$ cat config.mk
export PLATFORM = sky130hd
export DESIGN_NAME = shell_command_tokenizer
export DESIGN_NICKNAME = d
export VERILOG_FILES = /design/src/hdl/sct_pkg.sv /design/src/hdl/shell_command_tokenizer.sv
export VERILOG_INCLUDE_DIRS = /design/src /design/src/hdl
export SDC_FILE = /design/constraint.sdc
export NUM_CORES = 1
export LEC_CHECK = 0
export BUFFER_PORTS_ARGS = -buffer_cell sky130_fd_sc_hd__buf_2
export CAP_MARGIN = 20
export CORE_MARGIN = 5
export CORE_UTILIZATION = 50
export DETAILED_ROUTE_END_ITERATION = 6
export PLACE_DENSITY_LB_ADDON = 0.1
export SLEW_MARGIN = 40
export SYNTH_ARGS = -nofsm -noshare
export SYNTH_HDL_FRONTEND = slang
export SYNTH_SLANG_ARGS = --single-unit
export TNS_END_PERCENT = 10
$ cat constraint.sdc
create_clock -name clk_i -period 10.4 [get_ports clk_i]
set_input_delay 2.08 -clock clk_i [delete_from_list [all_inputs] [get_ports clk_i]]
set_output_delay 2.08 -clock clk_i [all_outputs]
set_load 0.01 [all_outputs]
$ cat src/hdl/shell_command_tokenizer_macros.svh
// assertion macros for the shell command tokenizer
`ifndef SHELL_COMMAND_TOKENIZER_MACROS_SVH
`define SHELL_COMMAND_TOKENIZER_MACROS_SVH

// antecedent implies consequent in the same cycle
`define SCT_ASSERT_SAME(lbl, ante, cons, msg) \
  lbl: assert property (@(posedge clk_i) disable iff (!rst_ni) (ante) |-> (cons)) \
    else $error(msg);

// antecedent implies consequent in the next cycle
`define SCT_ASSERT_NEXT(lbl, ante, cons, msg) \
  lbl: assert property (@(posedge clk_i) disable iff (!rst_ni) (ante) |=> (cons)) \
    else $error(msg);

`endif

$ cat src/hdl/sct_pkg.sv
// package with codes, character constants and types of the shell command tokenizer
`default_nettype none
package sct_pkg;

  localparam int unsigned TokenBytesMaxDef = 256;
  localparam int unsigned FifoDepth = 8;
  localparam int unsigned ResultsMax = 3;

  typedef enum logic [2:0] {
    MODE_NORMAL = 3'd0,
    MODE_SQUOTE = 3'd1,
    MODE_DQUOTE = 3'd2,
    MODE_DQ_ESC = 3'd3,
    MODE_ESC    = 3'd4,
    MODE_GT     = 3'd5,
    MODE_DONE   = 3'd6
  } mode_e;

  typedef enum logic [2:0] {
    KIND_BYTE   = 3'd0,
    KIND_WEND   = 3'd1,
    KIND_PIPE   = 3'd2,
    KIND_IN     = 3'd3,
    KIND_OUT    = 3'd4,
    KIND_APPEND = 3'd5,
    KIND_BG     = 3'd6,
    KIND_END    = 3'd7
  } kind_e;

  localparam logic [7:0] ChNul   = 8'h00;
  localparam logic [7:0] ChTab   = 8'h09;
  localparam logic [7:0] ChLf    = 8'h0a;
  localparam logic [7:0] ChVt    = 8'h0b;
  localparam logic [7:0] ChFf    = 8'h0c;
  localparam logic [7:0] ChCr    = 8'h0d;
  localparam logic [7:0] ChSpace = 8'h20;
  localparam logic [7:0] ChDquo  = 8'h22;
  localparam logic [7:0] ChAmp   = 8'h26;
  localparam logic [7:0] ChSquo  = 8'h27;
  localparam logic [7:0] ChLt    = 8'h3c;
  localparam logic [7:0] ChGt    = 8'h3e;
  localparam logic [7:0] ChBslash = 8'h5c;
  localparam logic [7:0] ChPipe  = 8'h7c;

  typedef struct packed {
    kind_e      kind;
    logic [7:0] data;
    logic       last;
  } tok_t;

endpackage
`default_nettype wire

$ cat src/hdl/shell_command_tokenizer.sv
// top level of the shell command tokenizer: lexer stage and result queue
// an accepted byte passes the input register and the result queue to the output
// throughput: one byte per cycle while results are taken as fast as they come;
//   the output moves one result per cycle, so bytes that cause several results
//   stall the input once the 8-entry result queue has fewer than 3 free slots
// reset: asynchronous, active low; clears lexer mode, word byte count and queue
`default_nettype none
`include "shell_command_tokenizer_macros.svh"
module shell_command_tokenizer
  import sct_pkg::*;
#(
  parameter int unsigned TOKEN_BYTES_MAX = TokenBytesMaxDef
) (
  input  wire logic       clk_i,
  input  wire logic       rst_ni,
  input  wire logic       s_axis_tvalid,
  output      logic       s_axis_tready,
  input  wire logic [7:0] s_axis_tdata,   // [7:0] in_byte
  output      logic       m_axis_tvalid,
  input  wire logic       m_axis_tready,
  output      logic [7:0] m_axis_tdata,   // [7:0] word_byte
  output      logic [2:0] m_axis_tuser,   // [2:0] token_kind
  output      logic       m_axis_tlast
);

  localparam int unsigned CntW = (TOKEN_BYTES_MAX > 2) ? $clog2(TOKEN_BYTES_MAX) : 1;
  localparam logic [CntW-1:0] CntMax = CntW'(TOKEN_BYTES_MAX - 1);
  localparam int unsigned PtrW = $clog2(FifoDepth);
  localparam logic [PtrW:0] FillLimit = (PtrW+1)'(FifoDepth - ResultsMax);

  // input register
  logic       in_valid_q, in_valid_d;
  logic [7:0] in_byte_q;

  // lexer state
  mode_e          mode_q, mode_d;
  logic [CntW-1:0] cnt_q, cnt_d;

  // result queue
  tok_t          mem_q [FifoDepth];
  logic [PtrW-1:0] wr_ptr_q, rd_ptr_q;
  logic [PtrW:0]   fill_q, fill_d;

  logic       proc;
  logic       pop;
  tok_t       slot [ResultsMax];
  logic [1:0] n_res;

  assign proc = in_valid_q && (fill_q <= FillLimit);
  assign pop = m_axis_tvalid && m_axis_tready;
  assign s_axis_tready = !in_valid_q || proc;
  assign in_valid_d = (s_axis_tvalid && s_axis_tready) || (in_valid_q && !proc);

  always_ff @(posedge clk_i or negedge rst_ni) begin
    if (!rst_ni) begin
      in_valid_q <= 1'b0;
    end else begin
      in_valid_q <= in_valid_d;
    end
  end

  always_ff @(posedge clk_i) begin
    if (s_axis_tvalid && s_axis_tready) begin
      in_byte_q <= s_axis_tdata;
    end
  end

  // decode of one byte
  always_comb begin
    logic       pre_v;
    kind_e      pre_k;
    logic       acc_v;
    logic [7:0] acc_b;
    logic       fl_v;
    logic       op_v;
    kind_e      op_k;
    logic       run_norm;
    logic [CntW-1:0] cnt_a;
    logic [7:0] c;

    c = in_byte_q;
    pre_v = 1'b0;
    pre_k = KIND_OUT;
    acc_v = 1'b0;
    acc_b = c;
    fl_v = 1'b0;
    op_v = 1'b0;
    op_k = KIND_END;
    run_norm = 1'b0;
    mode_d = mode_q;

    unique case (mode_q)
      MODE_SQUOTE: begin
        if (c == ChNul) begin
          fl_v = 1'b1;
          op_v = 1'b1;
          mode_d = MODE_NORMAL;
        end else if (c == ChSquo) begin
          mode_d = MODE_NORMAL;
        end else begin
          acc_v = 1'b1;
        end
      end
      MODE_DQUOTE: begin
        if (c == ChNul) begin
          fl_v = 1'b1;
          op_v = 1'b1;
          mode_d = MODE_NORMAL;
        end else if (c == ChDquo) begin
          mode_d = MODE_NORMAL;
        end else if (c == ChBslash) begin
          mode_d = MODE_DQ_ESC;
        end else begin
          acc_v = 1'b1;
        end
      end
      MODE_DQ_ESC: begin
        acc_v = 1'b1;
        if (c == ChNul) begin
          acc_b = ChBslash;
          fl_v = 1'b1;
          op_v = 1'b1;
          mode_d = MODE_NORMAL;
        end else begin
          mode_d = MODE_DQUOTE;
        end
      end
      MODE_ESC: begin
        mode_d = MODE_NORMAL;
        if (c == ChNul) begin
          fl_v = 1'b1;
          op_v = 1'b1;
        end else begin
          acc_v = 1'b1;
        end
      end
      MODE_GT: begin
        pre_v = 1'b1;
        if (c == ChGt) begin
          pre_k = KIND_APPEND;
          mode_d = MODE_NORMAL;
        end else begin
          run_norm = 1'b1;
        end
      end
      MODE_DONE: begin
        if (c == ChNul) begin
          mode_d = MODE_NORMAL;
        end
      end
      default: begin
        run_norm = 1'b1;
      end
    endcase

    if (run_norm) begin
      mode_d = MODE_NORMAL;
      priority case (c)
        ChNul: begin
          fl_v = 1'b1;
          op_v = 1'b1;
        end
        ChLf: begin
          fl_v = 1'b1;
          op_v = 1'b1;
          mode_d = MODE_DONE;
        end
        ChSpace, ChTab, ChCr, ChVt, ChFf: fl_v = 1'b1;
        ChPipe: begin
          fl_v = 1'b1;
          op_v = 1'b1;
          op_k = KIND_PIPE;
        end
        ChLt: begin
          fl_v = 1'b1;
          op_v = 1'b1;
          op_k = KIND_IN;
        end
        ChAmp: begin
          fl_v = 1'b1;
          op_v = 1'b1;
          op_k = KIND_BG;
        end
        ChGt: begin
          fl_v = 1'b1;
          mode_d = MODE_GT;
        end
        ChSquo: mode_d = MODE_SQUOTE;
        ChDquo: mode_d = MODE_DQUOTE;
        ChBslash: mode_d = MODE_ESC;
        default: acc_v = 1'b1;
      endcase
    end

    // pack results into slots in emission order
    for (int i = 0; i < ResultsMax; i++) begin
      slot[i] = '{kind: KIND_END, data: 8'h00, last: 1'b0};
    end
    n_res = 2'd0;
    cnt_a = cnt_q;
    if (pre_v) begin
      slot[n_res] = '{kind: pre_k, data: 8'h00, last: 1'b0};
      n_res = n_res + 2'd1;
    end
    if (acc_v && (cnt_q != CntMax)) begin
      slot[n_res] = '{kind: KIND_BYTE, data: acc_b, last: 1'b0};
      n_res = n_res + 2'd1;
      cnt_a = cnt_q + CntW'(1);
    end
    cnt_d = cnt_a;
    if (fl_v) begin
      if (cnt_a != '0) begin
        slot[n_res] = '{kind: KIND_WEND, data: 8'h00, last: 1'b0};
        n_res = n_res + 2'd1;
      end
      cnt_d = '0;
    end
    if (op_v) begin
      slot[n_res] = '{kind: op_k, data: 8'h00, last: 1'b0};
      n_res = n_res + 2'd1;
    end
    if (n_res != 2'd0) begin
      slot[n_res - 2'd1].last = 1'b1;
    end
  end

  always_ff @(posedge clk_i or negedge rst_ni) begin
    if (!rst_ni) begin
      mode_q <= MODE_NORMAL;
      cnt_q <= '0;
    end else if (proc) begin
      mode_q <= mode_d;
      cnt_q <= cnt_d;
    end
  end

  // result queue
  always_comb begin
    fill_d = fill_q;
    if (proc) begin
      fill_d = fill_d + (PtrW+1)'(n_res);
    end
    if (pop) begin
      fill_d = fill_d - (PtrW+1)'(1);
    end
  end

  always_ff @(posedge clk_i or negedge rst_ni) begin
    if (!rst_ni) begin
      wr_ptr_q <= '0;
      rd_ptr_q <= '0;
      fill_q <= '0;
    end else begin
      fill_q <= fill_d;
      if (proc) begin
        wr_ptr_q <= wr_ptr_q + PtrW'(n_res);
      end
      if (pop) begin
        rd_ptr_q <= rd_ptr_q + PtrW'(1);
      end
    end
  end

  always_ff @(posedge clk_i) begin
    for (int i = 0; i < ResultsMax; i++) begin
      if (proc && (2'(i) < n_res)) begin
        mem_q[wr_ptr_q + PtrW'(i)] <= slot[i];
      end
    end
  end

  assign m_axis_tvalid = (fill_q != '0);
  assign m_axis_tdata = mem_q[rd_ptr_q].data;
  assign m_axis_tuser = mem_q[rd_ptr_q].kind;
  assign m_axis_tlast = mem_q[rd_ptr_q].last;

  `SCT_ASSERT_SAME(a_fill_bound, 1'b1, fill_q <= (PtrW+1)'(FifoDepth), "result queue overrun")
  `SCT_ASSERT_SAME(a_done_silent, proc && (mode_q == MODE_DONE), n_res == 2'd0,
                   "result produced after newline")
  `SCT_ASSERT_NEXT(a_nul_resets, proc && (in_byte_q == ChNul),
                   (mode_q == MODE_NORMAL) && (cnt_q == '0), "line end did not reset lexer")

endmodule
`default_nettype wire
==> results of run 1 <==
power by group through the flow:
stage	combinational [mW]	sequential, mW	clock, mW
floorplan	0.933	0.731	0
global placement	1.12	0.792	0
detailed placement	1.15	0.796	0
CTS	1.16	0.786	0.590
global route	1.30	0.800	0.609
finish	1.16	0.788	0.581
routing by layer:
| metal | vias to the layer above | global-route usage, % | part of all wire (%) |
|---|---|---|---|
| met4 | 0 | 7.52 | 2.4 |
| li1 | 2779 | - | - |
| met5 | - | 0 | 0 |
| met3 | 40 | 3.34 | 4.2 |
| met1 | 2975 | 29.4 | 44 |
| met2 | 178 | 36.9 | 50 |
per-stage QoR:
stage | power (mW) | cells | setup slack, ps | hold WS [ps] | util, %
6_report | 2.53 | 972 | 4280 | 565 | 55.4
2_1_floorplan | 1.66 | 741 | 5140 | 509 | -
4_1_cts | 2.54 | 970 | 4400 | 568 | 55.2
5_1_grt | 2.71 | 972 | 3790 | 607 | 55.4
3_5_place_dp | 1.94 | 939 | 4410 | 553 | 51.7
3_3_place_gp | 1.91 | 939 | 4540 | 519 | 51.7
cell type report:
cell class                 instances  area (um2)
fill                            1431        7340
clock buffer                      17         425
multi-input combinational        542        4330
timing repair buffer              36         215
clock inverter                    14         144
inverter                          17        63.8
tap                              220         275
sequential                       126        3670
cells by family after synthesis:
group | Yosys count | synth area share, %
xor+xnor | 12 | 1.35
mux | 154 | 22.4
flops | 126 | 44.1
compound gates | 100 | 8.86
fa+ha+maj | 16 | 2.57
simple gates | 260 | 16.4
buf+inv | 73 | 4.34
placed cells by master, fill, tap and decap left out, types with 9 or more instances in the layout:
cell,synthesis,routed
o21ai_0,16,12
a21oi_1,21,21
and3_1,16,16
edfxtp_1,104,104
mux4_2,24,24
nand2_1,59,59
buf_4,3,9
nand2b_1,9,9
nor2_1,89,89
mux2i_1,112,112
and2_1,9,9
nor3_1,10,10
nand3_1,17,16
mux2_2,18,18
buf_2,13,25
dfrtp_1,22,22
ha_1,13,13
inv_1,14,14
clkbuf_16,0,17
registers in the layout, indices dropped and copies added (netlist names):
signal,cells
wr_ptr_q,3
mode_q,3
in_valid_q,1
fill_q,4
mem_q,96
cnt_q,8
in_byte_q,8
rd_ptr_q,3
worst min path at each step:
stage	from	depth (start not counted)	to	slack [ps]
finish	in_valid_q	2	in_valid_q	570
floorplan	cnt_q[3]	1	cnt_q[3]	510
global route	cnt_q[1]	1	cnt_q[1]	610
CTS	cnt_q[1]	1	cnt_q[1]	570
detailed placement	in_valid_q	2	in_valid_q	550
global placement	in_valid_q	2	in_valid_q	520
critical path: stages (launching register included):
cell	delay (ps)
edfxtp_1	570
nand4b_1	350
o31a_1	200
o31ai_1	520
nor3_1	210
o2111a_1	300
o22ai_2	260
nor3_4	90
nor2_1	480
nor2_1	90
a21oi_1	190
inv_1	70
ha_1	270
inv_1	30
a22oi_1	280
nand3_1	450
fa_1	610
mux2i_1	250
nand3_1	190
nor3_1	210
mux2i_1	90
o21a_1	160
o21ai_0	150
==> metrics.cfg, run 1 <==
[yosys]
synth_largest_area_cell=edfxtp_1
seq_area_frac_synth_pct=44.1
synth.most_common_cell=mux2i_1
ys.flop_type=edfxtp_1
synth_edf_count=104
synthDistinctLibCells=81
synthTopCellsByArea=edfxtp_1, mux2i_1, dfrtp_1
synth_area_um2=8330
ys_top_cells_by_count=mux2i_1, edfxtp_1, nor2_1
syn_nets=768
avgSynthCellArea_um2=11.2
yosysTopAreaCellShare_pct=37.5
synthArstFlopShare_pct=17.5
synth_warnings=0
synthCells=741
ys_seq_elements=126

[floorplan]
io_pins=26
start_util_pct=50.6
coreArea_um2=16500
die_x_um=139
die_height_um=139
die-area_um2=19300
num_rows=47

[power_and_ir_drop]
leakage_nw=3.74
switchingPower_mw=1.00
switching_share_pct=39.6
p_comb_share_pct=46.0
max-vdd-ir-drop_v=0.000131
power.share.clock_pct=22.9
seq_power_share_pct=31.1
internal-power_mw=1.53
cellPowerDensity_nw_per_um2=278

[min_path]
holdCritPathClass=flip-flop to flip-flop

[drt]
ant_nets=0
vias=5972
wire_per_inst_um=21.4
wl_mm=20.8
avgViaCountPerCell=6.14
first_iter_violations=422
drc=0
drt_first_pass_iters=5

[cells_and_area]
final_layout_size_suffix_gt1_share_pct=19.4
syn2layout_area_growth_pct=9.57
nNetsFinal=767
final_cell_area_um2=9130
diodes=0

[worst_setup_path]
crit_arrival_ps=6450
crit_path_end=fill_q[3]
crit_path_start=in_byte_q[3]
regToRegStartpoint=in_byte_q[3]
r2r-end=fill_q[3]
endpoint_kind=flip-flop
worstSetupPathType=flip-flop to flip-flop
r2r_cells=22
r2r_slack_ps=4280
cp.required_ps=10730
cp-start-kind=flip-flop
cp_max_fo=13

[cts]
post_cts_resized=0
cts_tree=yes
post_cts_buffers=0
cts_buffers=17
cts_max_level=4
clock_path_buffers=2
clkLatencyLatePin_ps=420
root_buffer=clkbuf_16
cts_hold_buf=0
clkSlewWorstSetupHoldPaths_ps=60
cts.sinks=126

[sta]
fin_crit_ps=6120
setup_viol=0
tightest_slew_ps=831
hold_viol_final=0
rsz0062_at_grt=no
max_freq_mhz=164
fin_tns_setup_ps=0
slew_headroom_pct=44.1
fin_skew_ps=8.48
report.final.slew_viol_count=0
period_share_pct=58.8

[global_route]
grt_max_degree=27
grt_pass1_wl_mm=33.8
grt_usage_pct=22.0
overflow=0
grt_pass1_vias=5971
antenna_found_initial=0

[placed_design]
gp_congestion=0.860
post_dp_cell_area_um2=8520
portBuffers=25
hpwl_mm=14.8

[run_status]
status=complete, no violations

[run]
drv_cap=0

Power figures use the tool's default switching activity.
==> run 2, diff against run 1 <==
- ABC_AREA: unset -> 1
- clock period: 10.4 -> 5.3 ns (I/O delays scaled with it)
==> run 2 against run 1 <==
  * Hold slack gained 8.9 ps
  * Critical path depth rose by 5
  * Critical path type unchanged
  * Clock skew rose by 0.53 ps
  * Cell area up 3.7%
  * Highest routed layer unchanged
  * Largest power group unchanged
  * Core utilization grew 1.7 points
  * Global-route usage rose by 2.7 points
  * Clock power grew 120%
==> metrics.cfg, run 2 <==
[sta]
report.final.slew_viol_count=0
max_freq_mhz=205
tightest_slew_ps=806
slew_headroom_pct=46.0
whs_ps=574
rsz0062_at_grt=no
setup_viol=0
fin_skew_ps=9.01
fin_crit_ps=4870
fin_tns_setup_ps=0
period_share_pct=91.9
hold_viol_final=0
fin_ws_ps=430

[cts]
cts.sinks=126
cts_hold_buf=0
cts_max_level=4
clock_path_buffers=2
cts_tree=yes
root_buffer=clkbuf_16
post_cts_buffers=0
post_cts_resized=0
clkLatencyLatePin_ps=430
cts_buffers=17
clkSlewWorstSetupHoldPaths_ps=60

[placed_design]
dp_cells=1346
post_dp_cell_area_um2=8820
portBuffers=25
place_ws_ps=479
hpwl_mm=17.0
gp_congestion=0.960

[floorplan]
num_rows=47
die-area_um2=19600
die_height_um=140
coreArea_um2=16600
die_x_um=140
start_util_pct=50.8
io_pins=26

[cells_and_area]
utilization_pct=57.1
layout_common_cells=nand2_1, nor2_1, inv_1
register_area_um2=3670
regMostFlops=mem_q
final_layout_size_suffix_gt1_share_pct=11.3
largest_register_ffs=96
syn2layout_area_growth_pct=12.3
fillCellCount=1547
final_cells=1378
reg.largest.list=mem_q: 96 flops, cnt_q: 8 flops, in_byte_q: 8 flops
nNetsFinal=1172
layout_commonest_cell=nand2_1
multi_input_area_um2=4010
diodes=0
final_cell_area_um2=9470

[yosys]
synthArstFlopShare_pct=17.5
avgSynthCellArea_um2=7.49
synth.most_common_cell=nand2_1
synth_edf_count=104
seq_area_frac_synth_pct=43.6
synth_largest_area_cell=edfxtp_1
syn_nets=1153
synthDistinctLibCells=39
ys_seq_elements=126
synthTopCellsByArea=edfxtp_1, nand2_1, nor2_1
ys_top_cells_by_count=nand2_1, nor2_1, inv_1
ys.flop_type=edfxtp_1
synthCells=1126
yosysTopAreaCellShare_pct=37.0
synth_warnings=0
synth_area_um2=8430

[worst_setup_path]
cp-start-kind=flip-flop
crit_arrival_ps=5220
cp.required_ps=5650
cp_max_fo=28
endpoint_kind=flip-flop
worstSetupPathType=flip-flop to flip-flop

[power_and_ir_drop]
power_mw=6.18
cellPowerDensity_nw_per_um2=652
max-vdd-ir-drop_v=0.000316
leakage_nw=4.33

[min_path]
holdCritPathClass=flip-flop to flip-flop

[drt]
vias=7707
first_iter_violations=705
drt_first_pass_iters=6
drc=0
wl_mm=24.1
ant_nets=0
wire_per_inst_um=17.5
avgViaCountPerCell=5.59

[global_route]
grt_max_degree=50
overflow=0
grt_usage_pct=24.7
antenna_found_initial=0
grt_pass1_wl_mm=37.7
grt_pass1_vias=6934

[run_status]
status=complete, no violations

[run]
drv_cap=0

run 2: changes by cell type after synthesis, moves of 17 or more:
cell     delta
mux2i_1   -112
mux4_2     -24
inv_1     +108
nand2_1   +169
o22ai_1    +17
nor2_1     +98
mux2_2     -18
o21ai_0    +99
nand4_1    +37
nand3_1    +78
run 2: cell type report:
type                    count  share of cell area [%]
clock buffers              18                    4.53
clock inverters            14                    2.25
inverters                 135                    5.35
multi-input cells         811                    42.3
flip-flops and latches    126                    38.8
well taps                 220                    2.91
repair buffers             54                    3.83
run 2: cells by family (layout without fill, tap and decap cells):
| logic type | after synthesis | after routing | synth area share, % |
|---|---|---|---|
| simple gates | 600 | 600 | 31.5 |
| compound gates | 182 | 182 | 11.9 |
| xor+xnor | 14 | 14 | 1.45 |
| flops | 126 | 126 | 43.6 |
| fa+ha+maj | 15 | 15 | 2.40 |
| buf+inv | 189 | 221 | 9.19 |
run 2: worst paths after layout:
| kind | startpoint | end | slack, ps | cells past startpoint |
|---|---|---|---|---|
| setup / recovery | in_byte_q[7] | fill_q[3] | 430 | 27 |
| hold / removal | cnt_q[6] | cnt_q[6] | 570 | 2 |
| setup reg to reg | in_byte_q[7] | fill_q[3] | 430 | 27 |
| hold reg to reg | cnt_q[6] | cnt_q[6] | 570 | 2 |
| max in group asynchronous | rst_ni | wr_ptr_q[0] | 4360 | 1 |
| min in group asynchronous | rst_ni | cnt_q[0] | 590 | 1 |
run 2: power by group:
part,leakage [nW],internal [mW],switching (mW)
registers,1.23,1.52,0.116
clock network,0.304,0.834,0.464
logic,2.80,1.00,2.24
total,4.33,3.36,2.82
run 2: worst max-delay path, stage by stage (launching register included):
cell and delay (ps):
edfxtp_1 440, nor2_1 200, nand2_2 110, nor2_4 200, nor2_1 90, nand2_1 80, nand2_2 70, nor2_4 100
nand2_4 90, nand2_4 210, nand2_1 100, o21ai_2 80, nand2_1 70, nor2_1 120, nand2_2 110, nand2_2 130
nand2_1 100, nand2_2 130, inv_1 60, ha_1 260, or2_2 340, nand2_4 280, fa_1 460, or2_2 290
o21ai_0 120, inv_1 90, nor4_1 270, xor2_1 170
run 2: routing by layer:
| layer | GRT usage, % | vias to the layer above | routed length, um |
|---|---|---|---|
| met3 | 4.25 | 63 | 1720 |
| met5 | 0 | - | 0 |
| met1 | 33.5 | 3518 | 10100 |
| met2 | 39.0 | 325 | 11200 |
| met4 | 11.2 | 0 | 1000 |
| li1 | - | 3801 | - |
